--- src/rtl/core/mts_pkg.sv ---
`default_nettype none
package mts_pkg;

	localparam logic [2:0] REQ_TICK  = 3'd0;
	localparam logic [2:0] REQ_ADD   = 3'd1;
	localparam logic [2:0] REQ_EN    = 3'd2;
	localparam logic [2:0] REQ_EN1   = 3'd3;
	localparam logic [2:0] REQ_ENR   = 3'd4;
	localparam logic [2:0] REQ_DIS   = 3'd5;
	localparam logic [2:0] REQ_REM   = 3'd6;
	localparam logic [2:0] REQ_CLEAR = 3'd7;

	localparam logic [2:0] ST_OK     = 3'd0;
	localparam logic [2:0] ST_FREE   = 3'd1;
	localparam logic [2:0] ST_WRONG  = 3'd2;
	localparam logic [2:0] ST_NOSLOT = 3'd3;
	localparam logic [2:0] ST_ZERO   = 3'd4;

	typedef struct packed {
		logic latch;
		logic decode;
		logic tick;
		logic rd_iv_req;
		logic start_req;
		logic scan_init;
		logic scan_rd;
		logic emit_fire;
		logic stop_best;
		logic rd_iv_best;
		logic reload;
		logic emit_status;
	} cmd_t;

	typedef struct packed {
		logic is_tick;
		logic start_needed;
		logic scan_last;
		logic fire_ok;
		logic best_repeat;
		logic out_free;
	} stat_t;

endpackage
`default_nettype wire

--- src/rtl/core/multi_timer_scheduler_top.sv ---
// Timer slot scheduler. One request item enters on the s_axis channel; its
// results leave on m_axis, one fired item per expiring slot (tuser = 1) and
// then one status item (tuser = 0) flagged with tlast.
// A non-tick request is decoded and, if it starts a timer, reads its interval
// and writes the deadline before its status is emitted. A tick scans the
// deadline memory one slot per cycle, runs one scan per fired slot plus one,
// and reloads a repeating slot's deadline before the next scan.
// A new request is taken only when the previous one has loaded its status
// into the output register, so s_axis_tready is low while a request is
// being worked on.
// Reset clears all slots and the millisecond clock; interval and deadline
// storage is written before it is ever read and is not cleared.
// If m_axis_tready is low, the output register holds its item and the
// sequencer waits before emitting the next one; no item is dropped.
`default_nettype none
module multi_timer_scheduler_top import mts_pkg::*; #(
	parameter int NUM_TIMERS = 16
) (
	input  wire logic        clk,
	input  wire logic        arst_n,
	input  wire logic        s_axis_tvalid,
	output logic             s_axis_tready,
	input  wire logic [39:0] s_axis_tdata,  // timer_slot[3:0], interval_ms[35:4], repeat_mode[36]
	input  wire logic [2:0]  s_axis_tuser,  // req_type
	output logic             m_axis_tvalid,
	input  wire logic        m_axis_tready,
	output logic [7:0]       m_axis_tdata,  // status[2:0], slot_out[6:3]
	output logic             m_axis_tuser,  // event_kind
	output logic             m_axis_tlast
);

	cmd_t  cmd;
	stat_t stat;
	logic [2:0] out_status;
	logic [3:0] out_slot;

	mts_ctrl u_ctrl (
		.clk      (clk),
		.arst_n   (arst_n),
		.in_valid (s_axis_tvalid),
		.in_ready (s_axis_tready),
		.stat     (stat),
		.cmd      (cmd)
	);

	mts_dp #(.NUM_TIMERS(NUM_TIMERS)) u_dp (
		.clk        (clk),
		.arst_n     (arst_n),
		.cmd        (cmd),
		.stat       (stat),
		.in_req     (s_axis_tuser),
		.in_slot    (s_axis_tdata[3:0]),
		.in_iv      (s_axis_tdata[35:4]),
		.in_rep     (s_axis_tdata[36]),
		.out_valid  (m_axis_tvalid),
		.out_ready  (m_axis_tready),
		.out_kind   (m_axis_tuser),
		.out_status (out_status),
		.out_slot   (out_slot),
		.out_last   (m_axis_tlast)
	);

	assign m_axis_tdata = {1'b0, out_slot, out_status};

	a_last_is_status: assert property (@(posedge clk) disable iff (!arst_n)
		m_axis_tvalid && m_axis_tlast |-> !m_axis_tuser)
		else $error("fired item flagged last");

	a_fire_status_ok: assert property (@(posedge clk) disable iff (!arst_n)
		m_axis_tvalid && m_axis_tuser |-> (m_axis_tdata[2:0] == ST_OK) && !m_axis_tlast)
		else $error("fired item with nonzero status");

	a_busy_after_accept: assert property (@(posedge clk) disable iff (!arst_n)
		s_axis_tvalid && s_axis_tready |=> !s_axis_tready)
		else $error("request taken while busy");

endmodule
`default_nettype wire

--- src/rtl/core/mts_ctrl.sv ---
`default_nettype none
module mts_ctrl import mts_pkg::*; (
	input  wire logic  clk,
	input  wire logic  arst_n,
	input  wire logic  in_valid,
	output logic       in_ready,
	input  wire stat_t stat,
	output cmd_t       cmd
);

	typedef enum logic [10:0] {
		S_IDLE      = 11'b000_0000_0001,
		S_DECODE    = 11'b000_0000_0010,
		S_RD_IV     = 11'b000_0000_0100,
		S_START     = 11'b000_0000_1000,
		S_SCAN      = 11'b000_0001_0000,
		S_SCAN_END  = 11'b000_0010_0000,
		S_DECIDE    = 11'b000_0100_0000,
		S_FIRE      = 11'b000_1000_0000,
		S_RELOAD_RD = 11'b001_0000_0000,
		S_RELOAD    = 11'b010_0000_0000,
		S_EMIT      = 11'b100_0000_0000
	} state_t;

	state_t state_q, state_d;

	assign in_ready = (state_q == S_IDLE);

	always_comb begin
		state_d = state_q;
		cmd = '0;
		unique case (state_q)
			S_IDLE: begin
				if (in_valid) begin
					cmd.latch = 1'b1;
					state_d = S_DECODE;
				end
			end
			S_DECODE: begin
				cmd.decode = 1'b1;
				if (stat.is_tick) begin
					cmd.tick = 1'b1;
					cmd.scan_init = 1'b1;
					state_d = S_SCAN;
				end else if (stat.start_needed) begin
					state_d = S_RD_IV;
				end else begin
					state_d = S_EMIT;
				end
			end
			S_RD_IV: begin
				cmd.rd_iv_req = 1'b1;
				state_d = S_START;
			end
			S_START: begin
				cmd.start_req = 1'b1;
				state_d = S_EMIT;
			end
			S_SCAN: begin
				cmd.scan_rd = 1'b1;
				if (stat.scan_last) state_d = S_SCAN_END;
			end
			S_SCAN_END: state_d = S_DECIDE;
			S_DECIDE: begin
				state_d = stat.fire_ok ? S_FIRE : S_EMIT;
			end
			S_FIRE: begin
				if (stat.out_free) begin
					cmd.emit_fire = 1'b1;
					if (stat.best_repeat) begin
						state_d = S_RELOAD_RD;
					end else begin
						cmd.stop_best = 1'b1;
						cmd.scan_init = 1'b1;
						state_d = S_SCAN;
					end
				end
			end
			S_RELOAD_RD: begin
				cmd.rd_iv_best = 1'b1;
				state_d = S_RELOAD;
			end
			S_RELOAD: begin
				cmd.reload = 1'b1;
				cmd.scan_init = 1'b1;
				state_d = S_SCAN;
			end
			S_EMIT: begin
				if (stat.out_free) begin
					cmd.emit_status = 1'b1;
					state_d = S_IDLE;
				end
			end
			default: state_d = S_IDLE;
		endcase
	end

	always_ff @(posedge clk or negedge arst_n) begin
		if (!arst_n) begin
			state_q <= S_IDLE;
		end else begin
			state_q <= state_d;
		end
	end

endmodule
`default_nettype wire

--- src/rtl/core/mts_dp.sv ---
`default_nettype none
module mts_dp import mts_pkg::*; #(
	parameter int NUM_TIMERS = 16
) (
	input  wire logic        clk,
	input  wire logic        arst_n,
	input  wire cmd_t        cmd,
	output stat_t            stat,
	input  wire logic [2:0]  in_req,
	input  wire logic [3:0]  in_slot,
	input  wire logic [31:0] in_iv,
	input  wire logic        in_rep,
	output logic             out_valid,
	input  wire logic        out_ready,
	output logic             out_kind,
	output logic [2:0]       out_status,
	output logic [3:0]       out_slot,
	output logic             out_last
);

	localparam int IW = (NUM_TIMERS > 1) ? $clog2(NUM_TIMERS) : 1;
	localparam int CW = (IW + 1 > 5) ? IW + 1 : 5;
	localparam logic [IW:0] K_MAX = (IW + 1)'(NUM_TIMERS);
	localparam logic [IW:0] SCAN_LAST = (IW + 1)'(NUM_TIMERS - 1);

	logic [2:0]  req_q;
	logic [3:0]  slot_q;
	logic [31:0] iv_q;
	logic        rep_q;

	logic [NUM_TIMERS-1:0] used_q, run_q, rpt_q;
	logic [31:0] iv_mem [NUM_TIMERS];
	logic [63:0] dl_mem [NUM_TIMERS];

	logic [63:0]   now_q;
	logic [2:0]    st_q;
	logic [3:0]    rslot_q;
	logic [IW:0]   scan_idx_q;
	logic [IW-1:0] cmp_idx_q;
	logic          cmp_vld_q;
	logic [63:0]   dl_rd_q;
	logic [31:0]   iv_rd_q;
	logic [IW-1:0] best_idx_q;
	logic [63:0]   best_dl_q;
	logic          best_vld_q;
	logic [IW:0]   k_q;

	logic [CW-1:0] slot_ext;
	logic [IW-1:0] sidx;
	logic          slot_ok;
	logic          iv_nz;
	logic          free_any;
	logic [IW-1:0] free_idx;
	logic          start_needed;
	logic [2:0]    dec_st;
	logic [3:0]    dec_slot;
	logic          cand;

	assign slot_ext = CW'(slot_q);
	assign sidx     = slot_ext[IW-1:0];
	assign slot_ok  = (slot_ext < CW'(NUM_TIMERS)) && used_q[sidx];
	assign iv_nz    = (iv_q != '0);

	// lowest free slot
	always_comb begin
		free_any = 1'b0;
		free_idx = '0;
		for (int i = NUM_TIMERS - 1; i >= 0; i--) begin
			if (!used_q[i]) begin
				free_any = 1'b1;
				free_idx = IW'(i);
			end
		end
	end

	always_comb begin
		start_needed = 1'b0;
		if (slot_ok) begin
			if (req_q == REQ_EN1) start_needed = 1'b1;
			else if ((req_q == REQ_EN) || (req_q == REQ_ENR)) start_needed = !run_q[sidx];
		end
	end

	always_comb begin
		dec_st = ST_OK;
		dec_slot = slot_q;
		if (req_q == REQ_TICK || req_q == REQ_CLEAR) begin
			dec_slot = '0;
		end else if (req_q == REQ_ADD) begin
			dec_slot = '0;
			if (!iv_nz) begin
				dec_st = ST_ZERO;
			end else if (!free_any) begin
				dec_st = ST_NOSLOT;
			end else begin
				dec_slot = 4'(CW'(free_idx));
			end
		end else if (!slot_ok) begin
			dec_st = ST_FREE;
		end else if ((req_q == REQ_EN || req_q == REQ_ENR) && run_q[sidx]) begin
			dec_st = ST_WRONG;
		end else if (req_q == REQ_DIS && !run_q[sidx]) begin
			dec_st = ST_WRONG;
		end
	end

	assign cand = cmp_vld_q && used_q[cmp_idx_q] && run_q[cmp_idx_q] && (dl_rd_q <= now_q)
		&& (!best_vld_q || (dl_rd_q < best_dl_q));

	always_comb begin
		stat.is_tick      = (req_q == REQ_TICK);
		stat.start_needed = start_needed;
		stat.scan_last    = (scan_idx_q == SCAN_LAST);
		stat.fire_ok      = best_vld_q && (k_q != K_MAX);
		stat.best_repeat  = rpt_q[best_idx_q];
		stat.out_free     = !out_valid || out_ready;
	end

	always_ff @(posedge clk) begin
		if (cmd.latch) begin
			req_q <= in_req;
			slot_q <= in_slot;
			iv_q <= in_iv;
			rep_q <= in_rep;
		end
		if (cmd.decode) begin
			st_q <= dec_st;
			rslot_q <= dec_slot;
		end
	end

	always_ff @(posedge clk or negedge arst_n) begin
		if (!arst_n) begin
			used_q <= '0;
			run_q <= '0;
			rpt_q <= '0;
		end else begin
			if (cmd.decode) begin
				unique case (req_q)
					REQ_ADD: begin
						if (iv_nz && free_any) begin
							used_q[free_idx] <= 1'b1;
							run_q[free_idx] <= 1'b0;
							rpt_q[free_idx] <= rep_q;
						end
					end
					REQ_CLEAR: begin
						used_q <= '0;
						run_q <= '0;
						rpt_q <= '0;
					end
					REQ_EN1: if (slot_ok) rpt_q[sidx] <= 1'b0;
					REQ_ENR: if (slot_ok && !run_q[sidx]) rpt_q[sidx] <= 1'b1;
					REQ_DIS: if (slot_ok) run_q[sidx] <= 1'b0;
					REQ_REM: begin
						if (slot_ok) begin
							used_q[sidx] <= 1'b0;
							run_q[sidx] <= 1'b0;
							rpt_q[sidx] <= 1'b0;
						end
					end
					default: ;
				endcase
			end
			if (cmd.start_req) run_q[sidx] <= 1'b1;
			if (cmd.stop_best) run_q[best_idx_q] <= 1'b0;
		end
	end

	// interval store
	always_ff @(posedge clk) begin
		if (cmd.decode && req_q == REQ_ADD && iv_nz && free_any) begin
			iv_mem[free_idx] <= iv_q;
		end else if (cmd.decode && start_needed && iv_nz) begin
			iv_mem[sidx] <= iv_q;
		end
		if (cmd.rd_iv_req) begin
			iv_rd_q <= iv_mem[sidx];
		end else if (cmd.rd_iv_best) begin
			iv_rd_q <= iv_mem[best_idx_q];
		end
	end

	// deadline store
	always_ff @(posedge clk) begin
		if (cmd.start_req) begin
			dl_mem[sidx] <= now_q + {32'd0, iv_rd_q};
		end else if (cmd.reload) begin
			dl_mem[best_idx_q] <= now_q + {32'd0, iv_rd_q};
		end
		if (cmd.scan_rd) dl_rd_q <= dl_mem[scan_idx_q[IW-1:0]];
		cmp_idx_q <= scan_idx_q[IW-1:0];
		if (cand) begin
			best_idx_q <= cmp_idx_q;
			best_dl_q <= dl_rd_q;
		end
	end

	always_ff @(posedge clk or negedge arst_n) begin
		if (!arst_n) begin
			now_q <= '0;
			scan_idx_q <= '0;
			cmp_vld_q <= 1'b0;
			best_vld_q <= 1'b0;
			k_q <= '0;
		end else begin
			cmp_vld_q <= cmd.scan_rd;
			if (cmd.tick) begin
				now_q <= now_q + 64'd1;
				k_q <= '0;
			end else if (cmd.emit_fire) begin
				k_q <= k_q + 1'b1;
			end
			if (cmd.scan_init) begin
				scan_idx_q <= '0;
				best_vld_q <= 1'b0;
			end else begin
				if (cmd.scan_rd) scan_idx_q <= scan_idx_q + 1'b1;
				if (cand) best_vld_q <= 1'b1;
			end
		end
	end

	// output register
	always_ff @(posedge clk or negedge arst_n) begin
		if (!arst_n) begin
			out_valid <= 1'b0;
		end else if (cmd.emit_fire || cmd.emit_status) begin
			out_valid <= 1'b1;
		end else if (out_ready) begin
			out_valid <= 1'b0;
		end
	end

	always_ff @(posedge clk) begin
		if (cmd.emit_fire) begin
			out_kind <= 1'b1;
			out_status <= ST_OK;
			out_slot <= 4'(CW'(best_idx_q));
			out_last <= 1'b0;
		end else if (cmd.emit_status) begin
			out_kind <= 1'b0;
			out_status <= st_q;
			out_slot <= rslot_q;
			out_last <= 1'b1;
		end
	end

endmodule
`default_nettype wire

--- config.mk ---
export PLATFORM = sky130hd
export DESIGN_NAME = multi_timer_scheduler_top
export DESIGN_NICKNAME = d
export VERILOG_FILES = /design/src/rtl/core/mts_pkg.sv /design/src/rtl/core/multi_timer_scheduler_top.sv /design/src/rtl/core/mts_ctrl.sv /design/src/rtl/core/mts_dp.sv
export SDC_FILE = /design/constraint.sdc
export NUM_CORES = 2
export LEC_CHECK = 0
export ABC_AREA = 1
export BUFFER_PORTS_ARGS = -buffer_cell sky130_fd_sc_hd__buf_4
export CELL_PAD_IN_SITES_DETAIL_PLACEMENT = 1
export CELL_PAD_IN_SITES_GLOBAL_PLACEMENT = 2
export CORE_ASPECT_RATIO = 2
export CORE_MARGIN = 2
export CORE_UTILIZATION = 40
export DETAILED_ROUTE_END_ITERATION = 10
export PLACE_DENSITY_LB_ADDON = 0.1
export SKIP_CTS_REPAIR_TIMING = 1
export SYNTH_ARGS = -nofsm -noshare
export SYNTH_HDL_FRONTEND = slang
export SYNTH_SLANG_ARGS = --single-unit
export TNS_END_PERCENT = 20
--- constraint.sdc ---
create_clock -name clk -period 6.4 [get_ports clk]
set_clock_uncertainty 0.15 [all_clocks]
set_input_delay 1.28 -clock clk [delete_from_list [all_inputs] [get_ports clk]]
set_output_delay 1.28 -clock clk [all_outputs]
set_load 0.1 [all_outputs]
* Word-level counts from Yosys, hierarchy flattened
Memory sizes are Yosys's and may differ from the RTL's. A register that Yosys moved wholly into a read port is not among the register bits.
Index checks and enable logic that the tools add are counted.
** Storage, ports and cells
- Bits in registers :: 296
- Latch bits :: 0
- Memory bits (writable) :: 1536
- Bits in read-only memories :: 0
- Output and inout port bits :: 12
- Memories :: 2
** Operators by class
- $add $sub $neg :: 4
- $mul :: 0
- Div/mod/pow operators :: 0
- $lt $le $gt $ge :: 10
- Eq/ne operators :: 28
- Shift-type cells :: 0
- Mux-type cells :: 129
- Bitwise gates (word level) :: 11
- Reduce and logical (&&, ||, !) cells :: 43
** Memories
- u_dp.dl_mem :: depth 16, width 64, read ports 1, clocked after memory_dff 1, write ports 1, RTL line mts_dp.sv:33 : logic [63:0] dl_mem [NUM_TIMERS];
- u_dp.iv_mem :: depth 16, width 32, read ports 2, clocked after memory_dff 2, write ports 1, RTL line mts_dp.sv:32 : logic [31:0] iv_mem [NUM_TIMERS];
** Operators with widths (number)
- 2-to-1 mux 16 bit :: 10
- case mux 11 bit (11 select lines) :: 1
- 2-to-1 mux 4 bit :: 25
- 2-to-1 mux 32 bit :: 3
- case mux 16 bit (3 select lines) :: 2
- bitwise AND 16 bit :: 5
- 2-to-1 mux 11 bit :: 7
- adder 64 x 1 -> 64 bit (second input constant) :: 1
- adder 64 x 32 -> 64 bit :: 1
- <= comparator 64 bit :: 1
- less-than comparator 64 bit :: 1
- 2-to-1 mux 64 bit :: 1
- case mux 16 bit (4 select lines) :: 1
- OR reduction 64 bit :: 1
- 2-to-1 mux 1 bit :: 55
- inverter 16 bit :: 3
- OR 16 bit :: 3
- nonzero test 32 bit :: 1
- OR reduction 32 bit :: 1
- less-than comparator 4 x 5 -> 1 bit (second input constant) :: 5
- binary-select mux 1 bit (select 4 bit) :: 5
- 2-to-1 mux 5 bit :: 4
- logical AND 1 bit :: 18
- bitwise mux 16 bit :: 1
- 34 further kinds :: 69

* Depth between registers and ports, before layout
- Word-level depth :: 29
- Depth in mapped cells :: 22
- Depth with buffers taken out :: 22

* Cells and area by module
A second synthesis with hierarchy kept.
** Second synthesis, totals
- Cell total of the unflattened synthesis :: 7390
- Area, all modules :: 84861.4 sq um
** By module, submodules not included
- mts_dp :: times used 1, cells an instance 7274, area an instance 84105.7 sq um, seq. area each 56048.8 sq um
- mts_ctrl :: times used 1, cells an instance 114, area an instance 744.5 sq um, seq. area each 276.5 sq um
- multi_timer_scheduler_top :: times used 1, cells an instance 2, area an instance 11.3 sq um, seq. area each 0.0 sq um

* Least setup slack after synthesis
OpenSTA, ideal clock, no wires.
- Kind :: flip-flop to flip-flop
- Start :: register u_ctrl.state_q[3]
- End :: memory u_dp.dl_mem[12][0], enable pin
- Arrival :: 4.304 ns
- Required time :: 5.764 ns
- Path slack :: 1.460 ns
- Stages on the path, launching flop included :: 11
- Path buffers :: 1
- Period minus slack after synthesis :: 4.940 ns
- Path through :: dfrtp_1 nor2_1 inv_1 nor2_1 inv_1 nor2_1 nand4_1 clkbuf_1 o21ai_0 nand2_1 nor2_1
** Between the ends
- Cells in the longest elaborated chain, start to end :: 7
- Elaborated cells on any way between the ends :: 12
** RTL lines
- from (decl) :: RTL line mts_ctrl.sv:25 : state_t state_q, state_d;
- from (signal assigned) :: RTL line mts_ctrl.sv:102 : state_q <= state_d;
- equality test 11 x 10 -> 1 bit :: RTL line mts_ctrl.sv:32 : unique case (state_q)
- 2-to-1 mux 1 bit :: RTL line mts_ctrl.sv:32
- 2-to-1 mux 1 bit :: RTL line mts_dp.sv:188 : end else if (cmd.reload) begin
- 2-to-1 mux 1 bit :: RTL line mts_dp.sv:186 : if (cmd.start_req) begin
- 2-to-1 mux 1 bit (implied by the code) :: RTL line mts_dp.sv:189 : dl_mem[best_idx_q] <= now_q + {32'd0, iv_rd_q};
- OR reduction 64 bit (no line)
- 2-to-1 mux 4 bit (no line) or 2-to-1 mux 1 bit (tied branches)
- to (decl) :: RTL line mts_dp.sv:33
Several ways; a longest one is shown, not always the timed one.

* Final worst setup path
- Start :: register u_dp.now_q[0]
- End :: memory u_dp.dl_mem[9][32], data pin
** Between the ends
- Cells in the longest elaborated chain, start to end :: 2
** RTL lines
- from (decl) :: RTL line mts_dp.sv:35 : logic [63:0] now_q;
- from (signal assigned) :: RTL line mts_dp.sv:209 : now_q <= now_q + 64'd1;
- adder 64 x 32 -> 64 bit :: RTL line mts_dp.sv:187, mts_dp.sv:189
- 2-to-1 mux 64 bit (no line)
No other way between the ends.

==> results.md <==
- Status: completed
- H-tree levels: 4
- Mux cell area share after synthesis: 1.259%
- Synth warn: 0
- Async set-or-reset flop fraction in the synthesized netlist: 7.143%
- CP max-delay cell: xor2_1
- Die Span X: 330.2 um
- Hold Crit Class: in -> async
- CP Max Fanout: 16
- Slew headroom: 17.15%
- Synthesized net count: 7587
- Sequential element share of the synthesized area: 66.16%
- Worst path max stage delay: 0.99 ns
- Mapped Area: 85140 um2
- Worst-path clk slew: 0.07 ns
- Measured slew at the worst slew-check pin: 1.243 ns
- CP delay by family, top: compound AO/OA/AOI/OAI gates
- Layout area overhead: 11.90%
- Initial Utilization: 40.21%
- Mapped Cells: 7375
- Final slew viol count: 0
- Buffer and inverter count on the worst path: 3
- Startpoint class of the critical path: flip-flop
- CTS tree: built
- WP data arrival: 5.49 ns
- GR Overflow Total: 0
- Clock group share of total power: 34.1%
- Seq pwr share: 47.1%
- P_leak: 30.65 nW
- Worst-skew pair later-pin latency: 0.87 ns
- Largest family of logic cells by synthesized area: compound AO/OA/AOI/OAI gates
- F_max: 193.9 MHz
- Req. time, crit path: 6.74 ns
- WL/cell: 30.27 um
- Core Region: 211700 um2
- Final period utilization: 80.60%
- GRT Resource Usage Total: 28.36%
- First-pass GRT wire length: 447300 um
- CP Class: reg -> reg
- Post-synthesis average cell area: 11.54 um2
- EDFF count, synth: 1751
- Seq cells post-synth: 1904
- # setup viols final: 0
- Sum of negative setup slack: 0 ns
- Post-layout min period: 5.158 ns
- Row count: 239
- Sw Share: 31.40%
- Top cell by count, worst path: nand2_1
- Count of TritonRoute iterations in the first routing pass: 6
- Final worst slack: 1.242 ns
- DIE HEIGHT: 656.5 um
- Post-synth top flop: edfxtp_1
- MaxCap Viol Count: 0
- Number of global-route vias before repair: 65340
- Synth Area in Simple Gates: 11.01%
- Critical path, cell by cell: ha_1, inv_1, fa_1, inv_1, nand3_1, nand2_1, a21boi_1, o21ai_0, buf_4, a21boi_1, o21ai_0, a21oi_1, o21bai_1, nand2_1, nand2_1, xor2_1
- Cell area after layout: 95270 um2
- Final Net Count: 7570
- Post-Synth XOR/XNOR Area: 1.245%
- Maximum VDD drop: 304.0 uV
- DPL Wire Length: 191900 um
- Final wirelength: 310700 um
- Share of post-route cells with drive strength above 1: 7.972%
- Yosys cell types: 64
- Final hold viol count: 0
- GPL Wtd Cong: 0.9145
- Largest net degree at the start of global routing: 149
- Initial DRC count: 4076
- Vias per cell: 5.973
- Worst setup EP type: flip-flop
- Root Buffer: clkbuf_16
- P_int: 21.40 mW
- RSZ-0062 raised after global routing: no
- Total I/O pin count: 59
- CTS Sinks: 1904
- Logic gate share of total power: 18.8%
- Post-DP Area: 89700 um2
- Compound-Gate Fraction of Synth Area: 14.12%
- Antenna Nets Post-Route: 0
- Adder and majority cell fraction of the synthesized area: 2.434%
- Clock Path Buffers: 4
- I/O Buffers: 54
- Vias post-DR: 61310
- Drt drc: 0
- Sw power: 9.791 mW
- Post-Place Worst Slack: 1.297 ns
- Antenna violations before repair: 10
- Power Density: 327.3 nW/um2
- CTS buffer count: 182
- DIE AREA: 216800 um2
- Design Power: 31.19 mW
## power by group through the flow
stage          combinational (mW)  clock (mW)  sequential, mW
4_1_cts                      5.91        10.8            14.7
5_1_grt                      6.38        11.2            14.7
2_1_floorplan                3.65           0            14.7
6_report                     5.87        10.6            14.7
3_5_place_dp                 5.89           0            14.9
3_3_place_gp                 5.76           0            14.9
## area by class of cell
class                   instances  area [um2]
fillers                     22220      116400
flip-flops and latches       1904       56360
multi-input cells            4619       26020
clock buffers                 227        4797
well taps                    2771        3467
repair buffers                233        2266
inverters                     418        1602
clock inverters                88       754.5
diodes                          4       10.01
## final timing paths
check | slack [ns] | cells after the start | from | to
worst max-delay path | 1.24 | 16 | u_dp.now_q[0]$_DFFE_PN0P_ | u_dp.dl_mem[9][32]$_DFFE_PP_
worst min-delay path | 0.23 | 1 | arst_n | u_dp.k_q[2]$_DFFE_PN0P_
worst max register to register | 1.24 | 16 | u_dp.now_q[0]$_DFFE_PN0P_ | u_dp.dl_mem[9][32]$_DFFE_PP_
worst min register to register | 0.30 | 2 | u_dp.out_kind$_SDFFE_PP1P_ | u_dp.out_kind$_SDFFE_PP1P_
max in group asynchronous | 4.76 | 2 | arst_n | u_dp.now_q[1]$_DFFE_PN0P_
min in group clk | 0.30 | 2 | u_dp.out_kind$_SDFFE_PP1P_ | u_dp.out_kind$_SDFFE_PP1P_
## per-stage QoR
step | hold WS, ns | util, % | std cells
6_report | 0.2290 | 45.00 | 10260
3_3_place_gp | 0.2854 | 42.37 | 9945
3_5_place_dp | 0.2879 | 42.37 | 9945
4_1_cts | 0.1756 | 44.99 | 10260
2_1_floorplan | 0.1954 | - | 7375
5_1_grt | 0.2280 | 45.00 | 10260
## kinds of logic (layout without fill, tap and decap cells)
group | Yosys count | count (layout)
fa+ha+maj | 165 | 165
compound gates | 1934 | 1934
buf+inv | 852 | 966
xor+xnor | 121 | 121
other cells | 1 | 5
flops | 1904 | 1904
mux | 107 | 107
simple gates | 2291 | 2291
## synthesized netlist by cell type, drive strengths merged (79+ instances only)
master     n  area share, %
clkbuf   389            1.7
nand3    206            1.2
xor2     110            1.1
o32ai    156            1.6
o22ai    108           0.80
o211ai    79           0.70
ha       164            2.4
nand2    599            2.7
inv      411            1.8
edfxtp  1751             62
a21oi    227            1.3
o221ai   282            2.9
mux2i    106            1.2
o21ai    925            5.4
dfrtp    135            4.0
nor2    1328            6.0
## sequential cells by signal, summed over array words and instances (netlist names), 3 cells and up, named ones only
signal,flops
u_dp.iv_q,32
u_dp.iv_mem,512
u_dp.k_q,5
u_dp.dl_rd_q,64
u_dp.out_slot,4
u_dp.rslot_q,4
u_dp.req_q,3
u_dp.now_q,64
u_dp.iv_rd_q,32
u_dp.cmp_idx_q,4
u_dp.run_q,16
u_dp.out_status,3
u_dp.used_q,16
u_ctrl.state_q,11
u_dp.scan_idx_q,5
u_dp.sidx,4
u_dp.st_q,3
u_dp.best_dl_q,64
u_dp.best_idx_q,4
u_dp.dl_mem,1024
## worst reg2reg max path: cells and delay by family, from the launching register on
family	cells	cell delay, ns
DFF	1	0.46
adders and majority gates	2	0.44
and+or+nand+nor	4	0.72
AOI/OAI and AO/OA	6	1.73
xor gates and xnor gates	1	1.00
buffers and inverters	3	0.30
## cells in the final DEF (no fill, tap or decap), types with 18 or more instances in the layout
master,instances
buf_12,41
inv_1,395
nor3_1,63
nor2_4,40
ha_1,164
nand4_1,46
clkinv_2,34
nand3_1,203
clkinv_1,35
a21oi_1,226
buf_4,191
o22ai_1,107
clkbuf_16,185
o211ai_1,79
edfxtp_1,1751
nor4_1,30
a32oi_1,18
o32ai_1,156
clkbuf_1,41
mux2i_1,106
a31oi_1,65
nor2_1,1283
o21ai_0,924
nand2_1,593
dfrtp_1,132
xor2_1,96
o221ai_1,282
## per-layer routing
metal | up-vias | global-route usage [%] | share of wire, %
met2 | 1560 | 53.19 | 54
li1 | 27120 | - | -
met4 | 10 | 16.59 | 6.7
met5 | - | 0 | 0.024
met1 | 31900 | 30.43 | 36
met3 | 713 | 2.687 | 3.5
Power figures use the tool's default switching activity.
